<file path="src/sv/gtp_pkg.sv">
// Shared types, constants and helper function of the go-to-point velocity command block.
// No dependencies; every other file of the block imports it.
package gtp_pkg;

  localparam int COORD_WIDTH_DEF = 16;
  localparam int ANGLE_WIDTH_DEF = 16;

  localparam int SPEED_W = 16;
  localparam int VEL_W   = 17;
  localparam int KICK_W  = 10;
  localparam int ID_W    = 4;
  localparam int CNT_W   = 5;

  localparam int ZW             = 33;
  localparam int PRESCALE_SH    = 8;
  localparam int GUARD_BITS     = 3;
  localparam int CORDIC_STEPS   = 28;
  localparam int ROT_PER_STAGE  = 4;
  localparam int ROT_STAGES     = CORDIC_STEPS / ROT_PER_STAGE;
  localparam int SQRT_STEPS     = 16;
  localparam int SQRT_PER_STAGE = 2;
  localparam int DIV_BITS       = 16;
  localparam int DIV_PER_STAGE  = 2;
  localparam int DIV_STAGES     = DIV_BITS / DIV_PER_STAGE;

  localparam logic [16:0]        NEAR_R2   = 17'd625;
  localparam logic [16:0]        TAPER_R2  = 17'd40000;
  localparam logic [15:0]        TAPER_DEN = 16'd51200;
  localparam logic [7:0]         FAR_LIMIT = 8'd200;
  localparam logic [KICK_W-1:0]  KICK_Q88  = 10'd512;

  typedef enum logic {
    CFG_BLUE_COUNT   = 1'b0,
    CFG_YELLOW_COUNT = 1'b1
  } cfg_reg_t;

  typedef logic [31:0] angle32_t;

  localparam angle32_t ATAN_TURN32 [CORDIC_STEPS] = '{
    32'h20000000, 32'h12E4051E, 32'h09FB385B, 32'h051111D4, 32'h028B0D43,
    32'h0145D7E1, 32'h00A2F61E, 32'h00517C55, 32'h0028BE53, 32'h00145F2F,
    32'h000A2F98, 32'h000517CC, 32'h00028BE6, 32'h000145F3, 32'h0000A2FA,
    32'h0000517D, 32'h000028BE, 32'h0000145F, 32'h00000A30, 32'h00000518,
    32'h0000028C, 32'h00000146, 32'h000000A3, 32'h00000051, 32'h00000029,
    32'h00000014, 32'h0000000A, 32'h00000005
  };

  typedef struct packed {
    logic [SPEED_W-1:0] speed;
    logic               kick;
    logic               blue;
    logic [ID_W-1:0]    id;
    logic               move;
    logic               taper;
  } gtp_side_t;

  typedef struct packed {
    gtp_side_t side;
    logic      sx;
    logic      sy;
    logic      ezero;
  } gtp_ctrl_t;

  typedef struct packed {
    logic [31:0] rem;
    logic [31:0] res;
  } sqrt_state_t;

  function automatic sqrt_state_t sqrt_step(sqrt_state_t s, int k);
    sqrt_state_t o;
    logic [31:0] bit_v;
    logic [32:0] trial;
    bit_v = 32'd1 << (30 - 2 * k);
    trial = {1'b0, s.res} + {1'b0, bit_v};
    if ({1'b0, s.rem} >= trial) begin
      o.rem = s.rem - trial[31:0];
      o.res = (s.res >> 1) + bit_v;
    end else begin
      o.rem = s.rem;
      o.res = s.res >> 1;
    end
    return o;
  endfunction

endpackage

</file>
<file path="src/sv/gtp_rot_stage.sv">
// One rotation stage: four vectoring-free CORDIC rotation steps plus two range square-root steps.
// Depends on gtp_pkg.
module gtp_rot_stage import gtp_pkg::*; #(
  parameter int XW       = COORD_WIDTH_DEF + 1 + PRESCALE_SH + GUARD_BITS - 1,
  parameter int FIRST    = 0,
  parameter int SQ_FIRST = 0
) (
  input  logic                 clk,
  input  logic                 rst_n,
  input  logic                 en,
  input  logic                 valid_i,
  input  gtp_side_t            side_i,
  input  logic signed [XW-1:0] x_i,
  input  logic signed [XW-1:0] y_i,
  input  logic signed [ZW-1:0] z_i,
  input  sqrt_state_t          sq_i,
  output logic                 valid_o,
  output gtp_side_t            side_o,
  output logic signed [XW-1:0] x_o,
  output logic signed [XW-1:0] y_o,
  output logic signed [ZW-1:0] z_o,
  output sqrt_state_t          sq_o
);

  logic                 valid_r;
  gtp_side_t            side_r;
  logic signed [XW-1:0] x_r, y_r, x_nxt, y_nxt;
  logic signed [ZW-1:0] z_r, z_nxt;
  sqrt_state_t          sq_r, sq_nxt;

  always_comb begin
    logic signed [XW-1:0] xs;
    logic signed [XW-1:0] ys;
    x_nxt  = x_i;
    y_nxt  = y_i;
    z_nxt  = z_i;
    sq_nxt = sq_i;
    for (int i = 0; i < ROT_PER_STAGE; i++) begin
      xs = x_nxt >>> (FIRST + i);
      ys = y_nxt >>> (FIRST + i);
      if (!z_nxt[ZW-1]) begin
        x_nxt = x_nxt - ys;
        y_nxt = y_nxt + xs;
        z_nxt = z_nxt - $signed({1'b0, ATAN_TURN32[FIRST + i]});
      end else begin
        x_nxt = x_nxt + ys;
        y_nxt = y_nxt - xs;
        z_nxt = z_nxt + $signed({1'b0, ATAN_TURN32[FIRST + i]});
      end
    end
    for (int j = 0; j < SQRT_PER_STAGE; j++) begin
      sq_nxt = sqrt_step(sq_nxt, SQ_FIRST + j);
    end
  end

  always_ff @(posedge clk) begin
    if (!rst_n) begin
      valid_r <= 1'b0;
    end else if (en) begin
      valid_r <= valid_i;
    end
  end

  always_ff @(posedge clk) begin
    if (en) begin
      side_r <= side_i;
      x_r    <= x_nxt;
      y_r    <= y_nxt;
      z_r    <= z_nxt;
      sq_r   <= sq_nxt;
    end
  end

  assign valid_o = valid_r;
  assign side_o  = side_r;
  assign x_o     = x_r;
  assign y_o     = y_r;
  assign z_o     = z_r;
  assign sq_o    = sq_r;

endmodule

</file>
<file path="config.mk">
export PLATFORM = sky130hd
export DESIGN_NAME = gtp_rot_stage
export DESIGN_NICKNAME = d
export VERILOG_FILES = /design/src/sv/gtp_pkg.sv /design/src/sv/gtp_rot_stage.sv
export SDC_FILE = /design/constraint.sdc
export NUM_CORES = 1
export LEC_CHECK = 0
export ABC_CLOCK_PERIOD_IN_PS = 22000
export BUFFER_PORTS_ARGS = -buffer_cell sky130_fd_sc_hd__buf_2
export CORE_MARGIN = 3
export CORE_UTILIZATION = 50
export DETAILED_ROUTE_END_ITERATION = 10
export GPL_TIMING_DRIVEN = 0
export PLACE_DENSITY = 0.77
export SLEW_MARGIN = 0
export SYNTH_ARGS = -nofsm -noshare
export SYNTH_HDL_FRONTEND = slang
export SYNTH_SLANG_ARGS = --single-unit
</file>
<file path="constraint.sdc">
create_clock -name clk -period 22 [get_ports clk]
set_clock_uncertainty 0.1 [all_clocks]
set_input_delay 1.1 -clock clk [delete_from_list [all_inputs] [get_ports clk]]
set_output_delay 1.1 -clock clk [all_outputs]
set_load 0.03 [all_outputs]
</file>
Word-level counts from Yosys, hierarchy flattened
Index checks and enable logic that the tools add are counted.
Storage, ports and cells
  bits of input ports: 179
  output and inout bits: 176
  logic and storage cells: 58
  RAM bits: 0
  register bits after elaboration: 176
  latch bits: 0
  ROM bits: 0
  memories kept: 0
Operators by class
  equality and inequality tests: 0
  shifts and indexed selects: 0
  bitwise operators: 0
  mux-type cells: 14
  reduce and logical (&&, ||, !) cells: 0
  add/subtract/negate cells: 29
  divide/modulo/power cells: 0
  $lt $le $gt $ge: 2
  $mul: 0
Operators by type and width (number)
  $mux 27: 8
  $mux 33: 4
  $mux 64: 2
  $ge 32x33->1: 2
  $sub 32x32->32: 2
  $add 27x24->27: 2
  $add 27x25->27: 2
  $add 27x26->27: 2
  $sub 27x24->27: 2
  $sub 27x25->27: 2
  $sub 27x26->27: 2
  $sub 27x27->27: 2
  $add 32x29->33 const B: 1
  $add 32x31->33 const B: 1
  $add 33x28->33 const B: 1
  $add 33x29->33 const B: 1
  $add 33x30->33 const B: 1
  $add 33x31->33 const B: 1
  $sub 33x28->33 const B: 1
  $sub 33x29->33 const B: 1
  $sub 33x30->33 const B: 1
  $sub 33x31->33 const B: 1
  $add 31x29->32 const B: 1
  $add 31x31->32 const B: 1
  $add 27x27->27: 1

Depth between registers and ports, before layout
  depth after elaboration: 8
  mapped depth: 67

Least setup slack after synthesis
OpenSTA, ideal clock, no wires.
  kind: in2reg
  from: input z_i[32]
  to: register z_r[31], in the netlist z_o[31], data pin
  setup time: 0.262 ns
  stages: 63
  slack: 7.009 ns
  path buffers: 8
  required time: 21.638 ns
  arrival time: 14.628 ns
  cell sequence: buf_2 -> inv_2 -> buf_1 -> buf_1 -> buf_1 -> ha_1 -> a21o_1 -> a21o_1 -> inv_1 -> clkbuf_1 -> ha_1 -> a211oi_1 -> o21ai_0 -> a31oi_1 -> a211o_1 -> o21ai_0 -> a211o_1 -> a41oi_1 -> [... 27 more ...] -> ha_1 -> nor2b_1 -> o21a_1 -> o21a_1 -> o21a_1 -> o21a_1 -> o21a_1 -> o21a_1 -> o41ai_1 -> o21ai_0 -> o41ai_1 -> o2111ai_1 -> o211ai_1 -> o211ai_1 -> o31a_1 -> a311oi_1 -> o21bai_1 -> xor2_1
On the way
  longest elaborated chain between the ends: 7
  elaborated cells between the ends (all ways): 12
Ends and longest elaborated chain
  start, declared: RTL line gtp_rot_stage.sv:15  | input logic signed [ZW-1:0] z_i,
  $mux 33 *: RTL line gtp_rot_stage.sv:41  | if (!z_nxt[ZW-1]) begin
  $sub 33x30->33, or another cell as far along: RTL line gtp_rot_stage.sv:44  | z_nxt = z_nxt - $signed({1'b0, ATAN_TURN32[FIRST + i]});
  $mux 33 *: RTL line gtp_rot_stage.sv:41
  $sub 33x29->33, or another cell as far along: RTL line gtp_rot_stage.sv:44
  $mux 33 *: RTL line gtp_rot_stage.sv:41
  $sub 33x28->33, or another cell as far along: RTL line gtp_rot_stage.sv:44
  $mux 33 *: RTL line gtp_rot_stage.sv:41
  named net z_nxt[31]: RTL line gtp_rot_stage.sv:28  | logic signed [ZW-1:0] z_r, z_nxt;
  end signal, assigned: RTL line gtp_rot_stage.sv:69  | z_r <= z_nxt;
  end, declared: RTL line gtp_rot_stage.sv:28
Mark *: on every way through the listed nets, which the timed path passes. The rest lies on a longest branch.
A chain may end at the register's enable or synchronous reset.

Worst setup path in the final report
Same ends and word-level chain as after synthesis.

==> impl_metrics.json <==
{
  "worst_pin_slew_ns": 1.42,
  "cts_resized": 0,
  "final_cell_mix": "ha_1, buf_2, xnor2_1",
  "drv_slew": 0,
  "synth-xor-area-share_pct": 13.9,
  "synth.mux.area_fraction_pct": 1.86,
  "initialDrtViolationCount": 2010,
  "grt_start_max_net_pins": 128,
  "post_cts_buffers": 0,
  "critPathKind": "in2reg",
  "crit_fanout": 26,
  "grtUsageTotal_pct": 26.3,
  "syn_inst": 3592,
  "rrSetupSlack_ns": 21.31,
  "reg2reg_depth": 2,
  "crit_end": "z_o[31]",
  "outcome": "finished clean",
  "core_area_sq_um": 56800,
  "drc": 0,
  "drive_gt1_share_pct": 12.9,
  "async_flop_share_pct": 0,
  "io_pins": 355,
  "cts.clk_slew.worst_paths_ns": 0.08,
  "cp.required_ns": 22.12,
  "place_congestion": 0.980,
  "mappedNetlistArea_sq_um": 28900,
  "timing.slew.headroom_pct": 5.56,
  "synth-main-ff-cell": "edfxtp_1",
  "holdWs_ns": 0.424,
  "rsz0062_at_grt": "false",
  "hold_violations": 0,
  "synth_top_area_share_pct": 18.2,
  "wl_um": 83200,
  "synth_area_leaders": "edfxtp_1, ha_1, xnor2_1",
  "fmax_mhz": 50.9,
  "finalNetCount": 4576,
  "grt-ovfl-total": 0,
  "crit_path_end_kind": "register",
  "syn_area_per_cell_sq_um": 8.04,
  "cts_buffer_depth": 2,
  "die_y_um": 246,
  "numClockSinks": 176,
  "floorplan.initialDensity_pct": 50.8,
  "die_area_sq_um": 60700,
  "yosys_warnings": 0,
  "post-route-period-util_pct": 89.3,
  "crit_path_frequent_cell": "o21a_1",
  "synth_top_family_by_area": "compound AO/OA/AOI/OAI gates",
  "wl_per_cell_um": 17.6,
  "max_stage_delay_ns": 1.07,
  "antenna_left": 0,
  "hp-class": "reg2reg",
  "row_count": 87,
  "synth_compound_area_share_pct": 24.3,
  "num_vias": 27700,
  "syn2layout_area_growth_pct": 11.8,
  "cp-start-kind": "input pin",
  "synth-simple-area-share_pct": 17.7,
  "syn_nets": 4203,
  "cp_slowest_cell": "clkbuf_1",
  "dieWidth_um": 246,
  "ys_seq_area_share_pct": 18.3,
  "cp-startpoint": "z_i[32]",
  "hold_buffers": 0,
  "fin_setup_tns_ns": 0,
  "min_path_cells": 2,
  "first_pass_iters": 9,
  "synth_cell_types": 105,
  "synth-edff-count": 175,
  "layout_min_cycle_time_ns": 19.65,
  "ys_ff_latch": 176,
  "antenna_found_initial": 0,
  "drv_cap": 0,
  "grt_pass1_vias": 26200,
  "r2r-end": "valid_o",
  "clk_latency_ns": 0.46,
  "setup_viol": 0,
  "reg2reg_from": "valid_o",
  "h-tree-depth": 4,
  "numPortBuffers": 353,
  "final_common_cell": "ha_1",
  "synth-adder-area-share_pct": 19.1,
  "grt_pass1_wl_um": 131000,
  "cts_root_buf": "clkbuf_16",
  "yosysTopAreaCell": "edfxtp_1",
  "dp_hpwl_um": 69300,
  "cp_data_arrival_time_ns": 19.77,
  "routed_via_density": 5.84,
  "fillers": 5418,
  "cts_tree": "built",
  "cts_buffers": 17
}
-- worst min path at each step --
stage                 start  endpoint
global placement    valid_o   valid_o
finish              valid_o   valid_o
detailed placement  valid_o   valid_o
floorplan           valid_o   valid_o
global route        valid_o   valid_o
CTS                 valid_o   valid_o
-- final cells by class --
type / instances / area (sq um) / area share, %
Buffer: 75 / 319 / 0.988
Tap cell: 756 / 946 / 2.93
Clock inverter: 15 / 211 / 0.655
Antenna cell: 1 / 2.50 / 0.00775
Timing Repair Buffer: 354 / 1800 / 5.59
Sequential cell: 176 / 5280 / 16.3
Inverter: 294 / 1100 / 3.42
Multi-Input combinational cell: 3047 / 22200 / 68.8
Clock buffer: 17 / 425 / 1.32
-- flip-flops by register name, summed over array words and instances, names as in the netlist --
signal   cells
z_o         33
x_o         27
side_o      24
y_o         27
sq_o        64
valid_o      1
-- Yosys cell counts, types with 16 or more instances --
library cell	count
edfxtp_1	175
mux2_2	24
nand4_1	30
a31oi_1	33
nor4_1	23
or2_2	22
ha_1	416
nand2b_1	51
nor2b_1	57
xnor2_1	326
a21boi_0	24
o21ai_0	221
nand2_1	246
fa_1	16
inv_1	287
mux2i_1	23
buf_2	20
a21oi_1	312
a21o_1	99
nor3_1	106
xor2_1	114
and2_1	20
o31ai_1	31
or3_1	31
a211oi_1	32
clkbuf_1	44
nand3_1	81
o21bai_1	54
o211ai_1	39
o21a_1	50
and3_1	28
o41ai_1	22
nor2_1	305
-- worst max-delay path: cells and delay by family --
kind / cells / cell delay (ns)
and+or+nand+nor: 6 / 0.88
buffers and inverters: 12 / 5.68
xor gates and xnor gates: 1 / 0.15
adders and majority gates: 4 / 1.79
AOI/OAI and AO/OA: 40 / 10.02
-- through the flow --
step	setup slack, ns	std cells	util (%)	area (sq um)
2_1_floorplan	7.01	3592	-	28900
5_1_grt	1.22	4734	56.8	32300
3_5_place_dp	2.20	4702	55.7	31600
4_1_cts	2.62	4734	56.8	32300
3_3_place_gp	1.98	4701	55.6	31600
6_report	2.35	4735	56.8	32300
-- layer usage --
| layer | GRT usage [%] | wire (um) | up-vias |
|---|---|---|---|
| li1 | - | - | 13800 |
| met1 | 32.2 | 35000 | 12800 |
| met2 | 47.5 | 40300 | 892 |
| met3 | 2.31 | 4710 | 170 |
| met4 | 10.2 | 3170 | 0 |
| met5 | 0 | 0 | - |
-- kinds of logic (layout without fill, tap and decap cells) --
logic type               after synthesis  in the layout
other                                  0              1
buffers and inverters                369            755
AO/OA/AOI/OAI                       1070           1070
XOR/XNOR                             447            447
adder cells (fa/ha/maj)              432            432
multiplexers                          49             49
AND/OR/NAND/NOR                     1049           1049
flip-flops                           176            176
Power is left out: the tool's default activity adds up to more than one toggle a clock period on the data nets, which glitch-free logic cannot reach.
