==> config.mk <==
export PLATFORM = sky130hd
export DESIGN_NAME = gtp_front
export DESIGN_NICKNAME = d
export VERILOG_FILES = /design/src/sv/gtp_pkg.sv /design/src/sv/gtp_front.sv
export SDC_FILE = /design/constraint.sdc
export NUM_CORES = 1
export LEC_CHECK = 0
export ABC_AREA = 1
export BUFFER_PORTS_ARGS = -buffer_cell sky130_fd_sc_hd__buf_2
export CAP_MARGIN = 20
export CORE_ASPECT_RATIO = 0.8
export CORE_MARGIN = 5
export CORE_UTILIZATION = 40
export CTS_CLUSTER_SIZE = 14
export DETAILED_ROUTE_END_ITERATION = 8
export GPL_ROUTABILITY_DRIVEN = 0
export SLEW_MARGIN = 20
export SYNTH_ARGS = -nofsm -noshare
export SYNTH_HDL_FRONTEND = slang
export SYNTH_SLANG_ARGS = --single-unit
==> constraint.sdc <==
create_clock -name clk -period 8.59 [get_ports clk]
set_input_delay 0.859 -clock clk [delete_from_list [all_inputs] [get_ports clk]]
set_output_delay 0.859 -clock clk [all_outputs]
set_load 0.03 [all_outputs]
==> src/sv/gtp_pkg.sv <==
// Shared types, constants and helper function of the go-to-point velocity command block.
// No dependencies; every other file of the block imports it.
package gtp_pkg;

  localparam int COORD_WIDTH_DEF = 16;
  localparam int ANGLE_WIDTH_DEF = 16;

  localparam int SPEED_W = 16;
  localparam int VEL_W   = 17;
  localparam int KICK_W  = 10;
  localparam int ID_W    = 4;
  localparam int CNT_W   = 5;

  localparam int ZW             = 33;
  localparam int PRESCALE_SH    = 8;
  localparam int GUARD_BITS     = 3;
  localparam int CORDIC_STEPS   = 28;
  localparam int ROT_PER_STAGE  = 4;
  localparam int ROT_STAGES     = CORDIC_STEPS / ROT_PER_STAGE;
  localparam int SQRT_STEPS     = 16;
  localparam int SQRT_PER_STAGE = 2;
  localparam int DIV_BITS       = 16;
  localparam int DIV_PER_STAGE  = 2;
  localparam int DIV_STAGES     = DIV_BITS / DIV_PER_STAGE;

  localparam logic [16:0]        NEAR_R2   = 17'd625;
  localparam logic [16:0]        TAPER_R2  = 17'd40000;
  localparam logic [15:0]        TAPER_DEN = 16'd51200;
  localparam logic [7:0]         FAR_LIMIT = 8'd200;
  localparam logic [KICK_W-1:0]  KICK_Q88  = 10'd512;

  typedef enum logic {
    CFG_BLUE_COUNT   = 1'b0,
    CFG_YELLOW_COUNT = 1'b1
  } cfg_reg_t;

  typedef logic [31:0] angle32_t;

  localparam angle32_t ATAN_TURN32 [CORDIC_STEPS] = '{
    32'h20000000, 32'h12E4051E, 32'h09FB385B, 32'h051111D4, 32'h028B0D43,
    32'h0145D7E1, 32'h00A2F61E, 32'h00517C55, 32'h0028BE53, 32'h00145F2F,
    32'h000A2F98, 32'h000517CC, 32'h00028BE6, 32'h000145F3, 32'h0000A2FA,
    32'h0000517D, 32'h000028BE, 32'h0000145F, 32'h00000A30, 32'h00000518,
    32'h0000028C, 32'h00000146, 32'h000000A3, 32'h00000051, 32'h00000029,
    32'h00000014, 32'h0000000A, 32'h00000005
  };

  typedef struct packed {
    logic [SPEED_W-1:0] speed;
    logic               kick;
    logic               blue;
    logic [ID_W-1:0]    id;
    logic               move;
    logic               taper;
  } gtp_side_t;

  typedef struct packed {
    gtp_side_t side;
    logic      sx;
    logic      sy;
    logic      ezero;
  } gtp_ctrl_t;

  typedef struct packed {
    logic [31:0] rem;
    logic [31:0] res;
  } sqrt_state_t;

  function automatic sqrt_state_t sqrt_step(sqrt_state_t s, int k);
    sqrt_state_t o;
    logic [31:0] bit_v;
    logic [32:0] trial;
    bit_v = 32'd1 << (30 - 2 * k);
    trial = {1'b0, s.res} + {1'b0, bit_v};
    if ({1'b0, s.rem} >= trial) begin
      o.rem = s.rem - trial[31:0];
      o.res = (s.res >> 1) + bit_v;
    end else begin
      o.rem = s.rem;
      o.res = s.res >> 1;
    end
    return o;
  endfunction

endpackage

==> src/sv/gtp_front.sv <==
// Front stages: team filter, offset, squared range, range class and half-turn pre-rotation.
// Depends on gtp_pkg.
module gtp_front import gtp_pkg::*; #(
  parameter int CW = COORD_WIDTH_DEF,
  parameter int AW = ANGLE_WIDTH_DEF,
  parameter int XW = COORD_WIDTH_DEF + 1 + PRESCALE_SH + GUARD_BITS - 1
) (
  input  logic                 clk,
  input  logic                 rst_n,
  input  logic                 en,
  input  logic                 accept,
  input  logic signed [CW-1:0] robot_x,
  input  logic signed [CW-1:0] robot_y,
  input  logic signed [CW-1:0] target_x,
  input  logic signed [CW-1:0] target_y,
  input  logic [AW-1:0]        heading,
  input  logic [SPEED_W-1:0]   speed,
  input  logic                 kick_request,
  input  logic                 is_blue,
  input  logic [ID_W-1:0]      robot_id,
  input  logic [CNT_W-1:0]     blue_count,
  input  logic [CNT_W-1:0]     yellow_count,
  output logic                 valid_o,
  output gtp_side_t            side_o,
  output logic signed [XW-1:0] x_o,
  output logic signed [XW-1:0] y_o,
  output logic signed [ZW-1:0] z_o,
  output sqrt_state_t          sq_o
);

  logic                 va_r;
  logic signed [CW:0]   dx_r, dy_r, dx_nxt, dy_nxt;
  logic [16:0]          r2_r, r2_nxt;
  logic                 big_r, big_nxt;
  logic [AW-1:0]        heading_r;
  gtp_side_t            sa_r, sa_nxt;
  logic [CW:0]          dx_abs, dy_abs;
  logic signed [8:0]    dx9, dy9;
  logic signed [17:0]   sqx, sqy;
  logic [CNT_W-1:0]     limit;

  logic                 vb_r;
  gtp_side_t            sb_r, sb_nxt;
  logic signed [XW-1:0] xb_r, yb_r, xb_nxt, yb_nxt;
  logic signed [ZW-1:0] zb_r, zb_nxt;
  sqrt_state_t          sqb_r, sqb_nxt;
  logic [31:0]          ang;
  logic                 flip;

  always_comb begin
    limit  = is_blue ? blue_count : yellow_count;
    dx_nxt = (CW + 1)'(target_x) - (CW + 1)'(robot_x);
    dy_nxt = (CW + 1)'(target_y) - (CW + 1)'(robot_y);
    dx_abs = dx_nxt[CW] ? (CW + 1)'(-dx_nxt) : dx_nxt;
    dy_abs = dy_nxt[CW] ? (CW + 1)'(-dy_nxt) : dy_nxt;
    big_nxt = (dx_abs >= (CW + 1)'(FAR_LIMIT)) || (dy_abs >= (CW + 1)'(FAR_LIMIT));
    dx9 = dx_nxt[8:0];
    dy9 = dy_nxt[8:0];
    sqx = dx9 * dx9;
    sqy = dy9 * dy9;
    r2_nxt = sqx[16:0] + sqy[16:0];
    sa_nxt = '{speed: speed, kick: kick_request, blue: is_blue, id: robot_id,
               move: 1'b0, taper: 1'b0};
  end

  always_ff @(posedge clk) begin
    if (!rst_n) begin
      va_r <= 1'b0;
    end else if (en) begin
      va_r <= accept && ({1'b0, robot_id} <= limit);
    end
  end

  always_ff @(posedge clk) begin
    if (en) begin
      dx_r      <= dx_nxt;
      dy_r      <= dy_nxt;
      r2_r      <= r2_nxt;
      big_r     <= big_nxt;
      heading_r <= heading;
      sa_r      <= sa_nxt;
    end
  end

  always_comb begin
    sb_nxt       = sa_r;
    sb_nxt.move  = big_r || (r2_r > NEAR_R2);
    sb_nxt.taper = !big_r && (r2_r > NEAR_R2) && (r2_r < TAPER_R2);
    ang  = 32'd0 - {heading_r, {(32 - AW){1'b0}}};
    flip = ang[31] ^ ang[30];
    xb_nxt = {{(XW - CW - 1 - PRESCALE_SH){dx_r[CW]}}, dx_r, {PRESCALE_SH{1'b0}}};
    yb_nxt = {{(XW - CW - 1 - PRESCALE_SH){dy_r[CW]}}, dy_r, {PRESCALE_SH{1'b0}}};
    if (flip) begin
      xb_nxt = -xb_nxt;
      yb_nxt = -yb_nxt;
      ang[31] = ~ang[31];
    end
    zb_nxt = {ang[31], ang};
    sqb_nxt.rem = {r2_r[15:0], 16'd0};
    sqb_nxt.res = 32'd0;
  end

  always_ff @(posedge clk) begin
    if (!rst_n) begin
      vb_r <= 1'b0;
    end else if (en) begin
      vb_r <= va_r;
    end
  end

  always_ff @(posedge clk) begin
    if (en) begin
      sb_r  <= sb_nxt;
      xb_r  <= xb_nxt;
      yb_r  <= yb_nxt;
      zb_r  <= zb_nxt;
      sqb_r <= sqb_nxt;
    end
  end

  assign valid_o = vb_r;
  assign side_o  = sb_r;
  assign x_o     = xb_r;
  assign y_o     = yb_r;
  assign z_o     = zb_r;
  assign sq_o    = sqb_r;

endmodule

---- After elaboration in Yosys (flattened, before gate mapping) ----
Cells that the tools add are included.
storage, ports and cells
  register bits after elaboration ......... 218
  bits in read-only memories .............. 0
  bits in writable memories ............... 0
  latch bits .............................. 0
  input port bits ......................... 116
  memories kept ........................... 0
  logic and storage cells ................. 52
  output and inout port bits .............. 176
operators by class
  shifts and indexed selects .............. 0
  order comparisons ....................... 5
  muxes and demuxes ....................... 6
  equality and inequality tests ........... 0
  reduce and logical (&&, ||, !) cells .... 6
  $add $sub $neg .......................... 8
  multiply operators ...................... 2
  divide/modulo/power cells ............... 0
  bitwise gates (word level) .............. 2
operator list
  operator                 number
  $mux W27                 2
  $neg A25 Y27             2
  $ge A17 B8 Y1 const B    2
  $mul A9 B9 Y17           2
  $mux W17                 2
  $neg A17 Y17             2
  $sub A16 B16 Y17         2
  $sub A1 B32 Y32 const A  1
  $add A17 B17 Y17         1
  $gt A17 B10 Y1 const B   1
  $lt A17 B16 Y1 const B   1
  $le A4 B5 Y1             1
  $mux W5                  1
  $logic_and A1 B1 Y1      3
  $logic_or A1 B1 Y1       2
  $logic_not A1 Y1         1
  $mux W1                  1
  $not A1 Y1               1
  $xor A1 B1 Y1            1

---- Logic depth before layout (Yosys ltp) ----
Gate-level depths: netlist of the first run.
  depth after elaboration ................. 5
  gate-level depth with buffers ........... 38
  depth with buffers taken out ............ 36

---- Worst setup path before layout of the first run ----
OpenSTA, ideal clock, no wires.
  path type ............................... input to register
  start ................................... input port target_x[0]
  end ..................................... register r2_r[16], data pin
  path slack .............................. 0.708 ns
  stages on the path ...................... 31
  arrival ................................. 7.612 ns
  setup time .............................. 0.269 ns
  path buffers ............................ 1
  required time ........................... 8.321 ns
  path through ............................ inv_1 > ha_1 > fa_1 > inv_1 > nand3_1 > nand2_1 > nand2_1 > nand2_1 > xnor2_2 > clkbuf_1 > nor2_1 > fa_1 > inv_1 > fa_1 > fa_1 > inv_1 > fa_1 > fa_1 > fa_1 > inv_1 > fa_1 > inv_1 > ha_1 > inv_1 > nor3_1 > a21oi_1 > o21ai_0 > a21oi_1 > inv_1 > a21oi_1 > xor3_1
between the ends
  cells in the longest elaborated chain, start to end .. 3
RTL lines
  item                  line             RTL
  from (decl)           gtp_front.sv:14  input logic signed [CW-1:0] target_x,
  $sub A16 B16 Y17      gtp_front.sv:52  dx_nxt = (CW + 1)'(target_x) - (CW + 1)'(robot_x);
  $mul A9 B9 Y17        gtp_front.sv:59  sqx = dx9 * dx9;
  $add A17 B17 Y17      gtp_front.sv:61  r2_nxt = sqx[16:0] + sqy[16:0];
  named net r2_nxt[16]  gtp_front.sv:33  logic [16:0] r2_r, r2_nxt;
  to (signal assigned)  gtp_front.sv:78  r2_r <= r2_nxt;
  to (decl)             gtp_front.sv:33
The timed path passes the listed nets, and every way through them passes these cells.
A chain may end at the register's enable or synchronous reset.

---- Final worst setup path of the first run ----
  start ................................... input port robot_y[0]
  end ..................................... register r2_r[16], data pin
between the ends
  cells in the longest elaborated chain, start to end .. 3
RTL lines
  item                  line             RTL
  from (decl)           gtp_front.sv:13  input logic signed [CW-1:0] robot_y,
  $sub A16 B16 Y17      gtp_front.sv:53  dy_nxt = (CW + 1)'(target_y) - (CW + 1)'(robot_y);
  $mul A9 B9 Y17        gtp_front.sv:60  sqy = dy9 * dy9;
  $add A17 B17 Y17      gtp_front.sv:61
  named net r2_nxt[16]  gtp_front.sv:33
The timed path passes the listed nets, and every way through them passes these cells.

==> results of run 1 <==
-- through the flow --
step           utilization (%)  instance area [um2]  instances
3_5_place_dp             44.04                17300       2486
4_1_cts                  45.54                17890       2517
5_1_grt                  45.54                17890       2517
2_1_floorplan                -                16160       1825
6_report                 45.54                17890       2517
3_3_place_gp             44.04                17300       2486
-- worst register-to-register path, delay by kind of cell (launching register included) --
kind | cells | cell delay, ns
AND/OR/NAND/NOR | 12 | 2.21
flip-flops | 1 | 0.42
XOR/XNOR | 1 | 0.30
buffers and inverters | 1 | 0.18
-- worst max path at each step --
| stage | startpoint | endpoint |
|---|---|---|
| floorplan | target_x[0] | r2_r[16] |
| global placement | robot_y[0] | r2_r[16] |
| detailed placement | robot_y[0] | r2_r[16] |
| CTS | robot_y[0] | r2_r[16] |
| global route | robot_y[0] | r2_r[16] |
| finish | robot_y[0] | r2_r[16] |
-- layout make-up --
cell class                 instances  area (um2)  area share (%)
clock inverter                    14       162.7          0.9092
inverter                         366        1374           7.679
clock buffer                      17       425.4           2.378
multi-input combinational       1166        8492           47.47
sequential                       185        5535           30.94
tap                              536       670.6           3.749
timing repair buffer             233        1230           6.875
-- flip-flops by register name, summed over array words and instances, names as in the netlist, 15 cells and up --
| register | flops |
|---|---|
| side_o | 24 |
| r2_r | 17 |
| sa_r | 22 |
| dx_r | 17 |
| y_o | 19 |
| heading_r | 16 |
| sq_o | 16 |
| z_o | 15 |
| dy_r | 17 |
| x_o | 19 |
-- per-layer routing --
layer  up-vias  GRT usage (%)  part of all wire, %
met5         -              0                    0
met4         0          2.453                 0.72
met3        22          2.755                  6.3
met2       300          26.03                   46
met1      5539          23.70                   47
li1       5742              -                    -
-- kinds of logic after synthesis --
kind of cell / count (synthesis) / share of synthesized area [%]
mux: 3 / 0.1893
compound gates: 80 / 2.785
simple gates: 681 / 18.49
xor+xnor: 82 / 4.718
flops: 185 / 34.90
other cells: 1 / 0.02364
fa+ha+maj: 240 / 25.47
buf+inv: 474 / 13.43
-- cells in the final DEF (no fill, tap or decap), types with 17 or more instances in the layout --
cell type / count
fa_1: 138
xor2_1: 51
conb_1: 80
o21ai_0: 22
nand4_1: 17
inv_1: 363
edfxtp_1: 183
a21oi_1: 43
clkbuf_16: 17
buf_4: 22
nand3_1: 112
nor2_1: 151
nor3_1: 19
buf_2: 210
ha_1: 102
xnor2_1: 28
nand2_1: 344
==> flow_summary.json, run 1 <==
{
  "max_clock_freq_mhz": 128.2,
  "worstHoldEndpoint": "side_o[6]",
  "track_usage_pct": 16.22,
  "cts.clk_slew.worst_paths_ns": 0.07,
  "synth-main-ff-cell": "edfxtp_1",
  "die_area_um2": 43760,
  "num_vias": 11600,
  "yosys.area.top_type": "edfxtp_1",
  "hp-class": "reg -> reg",
  "finalWorstSetupSlack_ns": 0.7918,
  "synth_top_cells_by_count": "inv_1, nand2_1, edfxtp_1, nor2_1, fa_1",
  "postCtsSetupBuffers": 0,
  "cpPeakStageDelay_ns": 0.56,
  "drt_wl_total_um": 35180,
  "dp_hpwl_um": 29290,
  "hold-worst-slack_ns": 0.4177,
  "ctsLongestPathBuffers": 2,
  "drive_gt1_share_pct": 14.34,
  "clock-skew-final_ns": 0.009739,
  "via_per_inst": 4.610,
  "synth_edf_count": 183,
  "grt_pass1_wl_um": 57740,
  "synth_most_common_cell": "inv_1",
  "crit_cells": 31,
  "avgSynthCellArea_um2": 9.084,
  "cts_num_sinks": 185,
  "worst_path_max_delay_cell": "fa_1",
  "rsz0062_at_grt": "no",
  "n_antenna_cell": 0,
  "synth-seq-area-share_pct": 34.90,
  "clock_latency_ns": 0.44,
  "grt_pass1_vias": 11550,
  "period_share_pct": 90.78,
  "r2r_end": "x_o[14]",
  "ys_seq_elements": 185,
  "cp_data_arrival_time_ns": 7.98,
  "holdCritStartpoint": "sa_r[6]",
  "cpMostUsedCell": "fa_1",
  "first_pass_iters": 5,
  "grt_max_degree": 121,
  "max-cap-violations": 0,
  "r2r-start": "heading_r[0]",
  "tritoncts.num_buffers": 17,
  "path_max_fanout": 11,
  "die_h_um": 188.1,
  "antenna_found_initial": 0,
  "fin_setup_tns_ns": 0,
  "r2r_slack_ns": 5.22,
  "relSlewSlack_pct": 37.40,
  "cts_tree": "yes",
  "cp.required_ns": 8.77,
  "ant_nets": 0,
  "synth_warnings": 0,
  "drtIter0Drc": 762,
  "rr_worst_depth": 14,
  "root_buffer": "clkbuf_16",
  "fill_cells": 3818,
  "synth_top_cells_by_area": "edfxtp_1, fa_1, inv_1, nand2_1, ha_1",
  "worstMarginPinSlew_ns": 0.9390,
  "synth_top_area_share_pct": 34.65,
  "ys_types": 47,
  "post-route-min-period_ns": 7.798,
  "setup_viol": 0,
  "synthArstFlopShare_pct": 0,
  "ctsResizeCount": 0,
  "wl_per_cell_um": 13.98,
  "dp_worst_setup_slack_ns": 0.2804,
  "crit_buf_inv": 8,
  "start_util_pct": 40.38,
  "synth_area_um2": 15860,
  "drv_slew": 0,
  "synthCells": 1746,
  "worst_setup_path_end_kind": "flop",
  "row_count": 65,
  "drc": 0,
  "die_x_um": 232.6,
  "nNetsFinal": 2325,
  "htree_levels": 4,
  "numPortBuffers": 211,
  "hold_viol": 0,
  "grt_overflow": 0,
  "syn_to_final_growth_pct": 12.80,
  "status": "complete, no violations",
  "pin_count": 292,
  "core_area_um2": 39280,
  "whs_path_depth": 0,
  "crit_type": "in -> reg",
  "cp_top_family": "adder cells",
  "cts_hold_buf": 0,
  "start_kind": "input pin"
}
Power of run 1 is left out: the tool's default activity adds up to more than one toggle a clock period on the data nets, which glitch-free logic cannot reach.
==> run 2, diff against run 1 <==
ABC_AREA = unset   (was 1)
SLEW_MARGIN = 10   (was 20)
==> run 2 against run 1 <==
  * Clock-buffer cell count unchanged
  * Sequential share of layout area rose by 1.9 points
  * Via count down 15%
  * Fmax shrank 0.82%
  * Die area down 6.9%
  * Worst setup slack got worse by 0.064 ns
  * Design area decreased by 5.7%
==> flow_summary.json, run 2 <==
{
  "worstMarginPinSlew_ns": 0.9888,
  "synth_top_cells_by_area": "edfxtp_1, fa_1, ha_1, inv_1, buf_4",
  "avgSynthCellArea_um2": 10.92,
  "num_vias": 9839,
  "layout_common_cells": "inv_1, buf_2, edfxtp_1",
  "ant_nets": 0,
  "dr_wl_met3_um": 1785,
  "synthCells": 1347,
  "fin_setup_tns_ns": 0,
  "rr_worst_depth": 10,
  "cp_data_arrival_time_ns": 8.04,
  "relSlewSlack_pct": 33.24,
  "highest_layer": "met4",
  "r2r_end": "x_o[26]",
  "synthArstFlopShare_pct": 0,
  "synth-main-ff-cell": "edfxtp_1",
  "wl_met1_um": 14370,
  "first_pass_iters": 5,
  "tritoncts.num_buffers": 17,
  "whs_path_depth": 0,
  "grt_pass1_wl_um": 52360,
  "cp.required_ns": 8.77,
  "wl_met2_um": 15680,
  "ys_types": 71,
  "nNetsFinal": 1944,
  "max-cap-violations": 0,
  "r2r-start": "heading_r[4]",
  "hp-class": "reg -> reg",
  "die_x_um": 224.4,
  "synth_top_cells_by_count": "inv_1, edfxtp_1, fa_1, nor2_1, ha_1",
  "ctsLongestPathBuffers": 2,
  "via_per_inst": 4.728,
  "dp_hpwl_um": 26790,
  "root_buffer": "clkbuf_16",
  "n_antenna_cell": 0,
  "multiInputGateArea_um2": 7818,
  "clock-skew-final_ns": 0.01978,
  "setup_viol": 0,
  "yosys.area.top_type": "edfxtp_1",
  "max_clock_freq_mhz": 127.2,
  "cp_top_family": "adder cells",
  "start_util_pct": 40.77,
  "final_common_cell": "inv_1",
  "fill_cells": 3337,
  "cpPeakStageDelay_ns": 0.55,
  "row_count": 62,
  "status": "complete, no violations",
  "synth_edf_count": 183,
  "pin_count": 292,
  "drtIter0Drc": 506,
  "ys_seq_elements": 185,
  "drv_slew": 0,
  "grt_overflow": 0,
  "cpMostUsedCell": "fa_1",
  "track_usage_pct": 15.73,
  "drt_wl_total_um": 32460,
  "core_area_um2": 36070,
  "start_kind": "input pin",
  "cts.clk_slew.worst_paths_ns": 0.08,
  "synth_area_um2": 14710,
  "drc": 0,
  "synth_top_area_share_pct": 37.37,
  "die_h_um": 181.5,
  "crit_buf_inv": 7,
  "syn_to_final_growth_pct": 14.69,
  "htree_levels": 4,
  "synth-seq-area-share_pct": 37.64,
  "holdCritStartpoint": "sa_r[18]",
  "clock_latency_ns": 0.44,
  "synth_warnings": 0,
  "die_area_um2": 40730,
  "grt_pass1_vias": 10090,
  "cts_tree": "yes",
  "r2r_slack_ns": 5.51,
  "crit_type": "in -> reg",
  "rsz0062_at_grt": "no",
  "cts_num_sinks": 185,
  "postCtsSetupBuffers": 0,
  "grt_max_degree": 79,
  "ctsResizeCount": 0,
  "wl_per_cell_um": 15.60,
  "drive_gt1_share_pct": 18.99,
  "post-route-min-period_ns": 7.862,
  "worst_path_max_delay_cell": "fa_1",
  "worstHoldEndpoint": "side_o[18]",
  "period_share_pct": 91.53,
  "numPortBuffers": 211,
  "hold_viol": 0,
  "antenna_found_initial": 0,
  "path_max_fanout": 13,
  "largest_register_ffs": 24,
  "worst_setup_path_end_kind": "flop",
  "cts_hold_buf": 0,
  "utilization_pct": 46.76,
  "register_area_um2": 5535,
  "synth_most_common_cell": "inv_1"
}
==> run 2: changes by cell type in the layout (fill, tap and decap cells not counted), sizes merged, moves of 11 or more <==
| cell | delta |
|---|---|
| xnor2 | +34 |
| clkinv | +11 |
| a21o | +11 |
| nand2 | -274 |
| nand2b | +15 |
| buf | +13 |
| inv | -115 |
| nor4 | +11 |
| nand3 | -101 |
| xor2 | -20 |
| nor2 | -43 |
==> run 2: layout make-up <==
type / count / share of cell area (%)
Tap cell: 480 / 3.561
Inverter: 257 / 5.719
Timing Repair Buffer: 245 / 7.833
Clock inverter: 15 / 1.202
Clock buffer: 17 / 2.522
Multi-Input combinational cell: 882 / 46.35
Sequential cell: 185 / 32.82
==> run 2: layer usage <==
layer / up-vias / global-route usage, %
met5: - / 0
met4: 0 / 4.237
li1: 4774 / -
met3: 38 / 2.567
met2: 262 / 25.88
met1: 4765 / 21.77
==> run 2: worst max path at each step <==
stage	startpoint	endpoint	slack [ns]	depth (start not counted)
after floorplan	target_y[0]	r2_r[16]	0.37	31
after global placement	robot_y[0]	r2_r[16]	0.37	29
after detailed placement	robot_y[0]	r2_r[16]	0.25	29
after CTS	robot_y[0]	r2_r[16]	0.72	29
after global routing	target_x[0]	r2_r[16]	0.33	32
final	robot_y[0]	r2_r[16]	0.73	29
==> run 2: cell families (layout without fill, tap and decap cells) <==
group,count (synthesis),in the layout,synth area share (%)
xor gates and xnor gates,95,95,5.658
AOI/OAI and AO/OA,160,160,7.666
DFF,185,185,37.64
other,1,80,0.02550
adders and majority gates,240,240,27.46
buffers and inverters,359,534,11.27
muxes,14,14,1.038
and+or+nand+nor,293,293,9.239
==> run 2: worst reg2reg max path, stage by stage, from the launching register on <==
cell and delay, ns:
edfxtp_1 0.44, nor2_1 0.15, nand2_1 0.11, or3_1 0.38
nor4_2 0.35, mux2i_1 0.13, o22a_1 0.26, xnor2_2 0.37
buf_6 0.25, a21oi_1 0.10, mux2_2 0.28
==> run 2: per-stage QoR <==
step	hold slack [ns]	setup slack, ns	cell area, um2	std cells
floorplan	0.4003	0.3712	15000	1426
global placement	0.4025	0.3661	16230	2048
detailed placement	0.4045	0.2457	16230	2048
CTS	0.4149	0.7207	16860	2080
global route	0.4257	0.3299	16870	2081
finish	0.4154	0.7276	16870	2081
Power of run 2 is left out for the same reason.
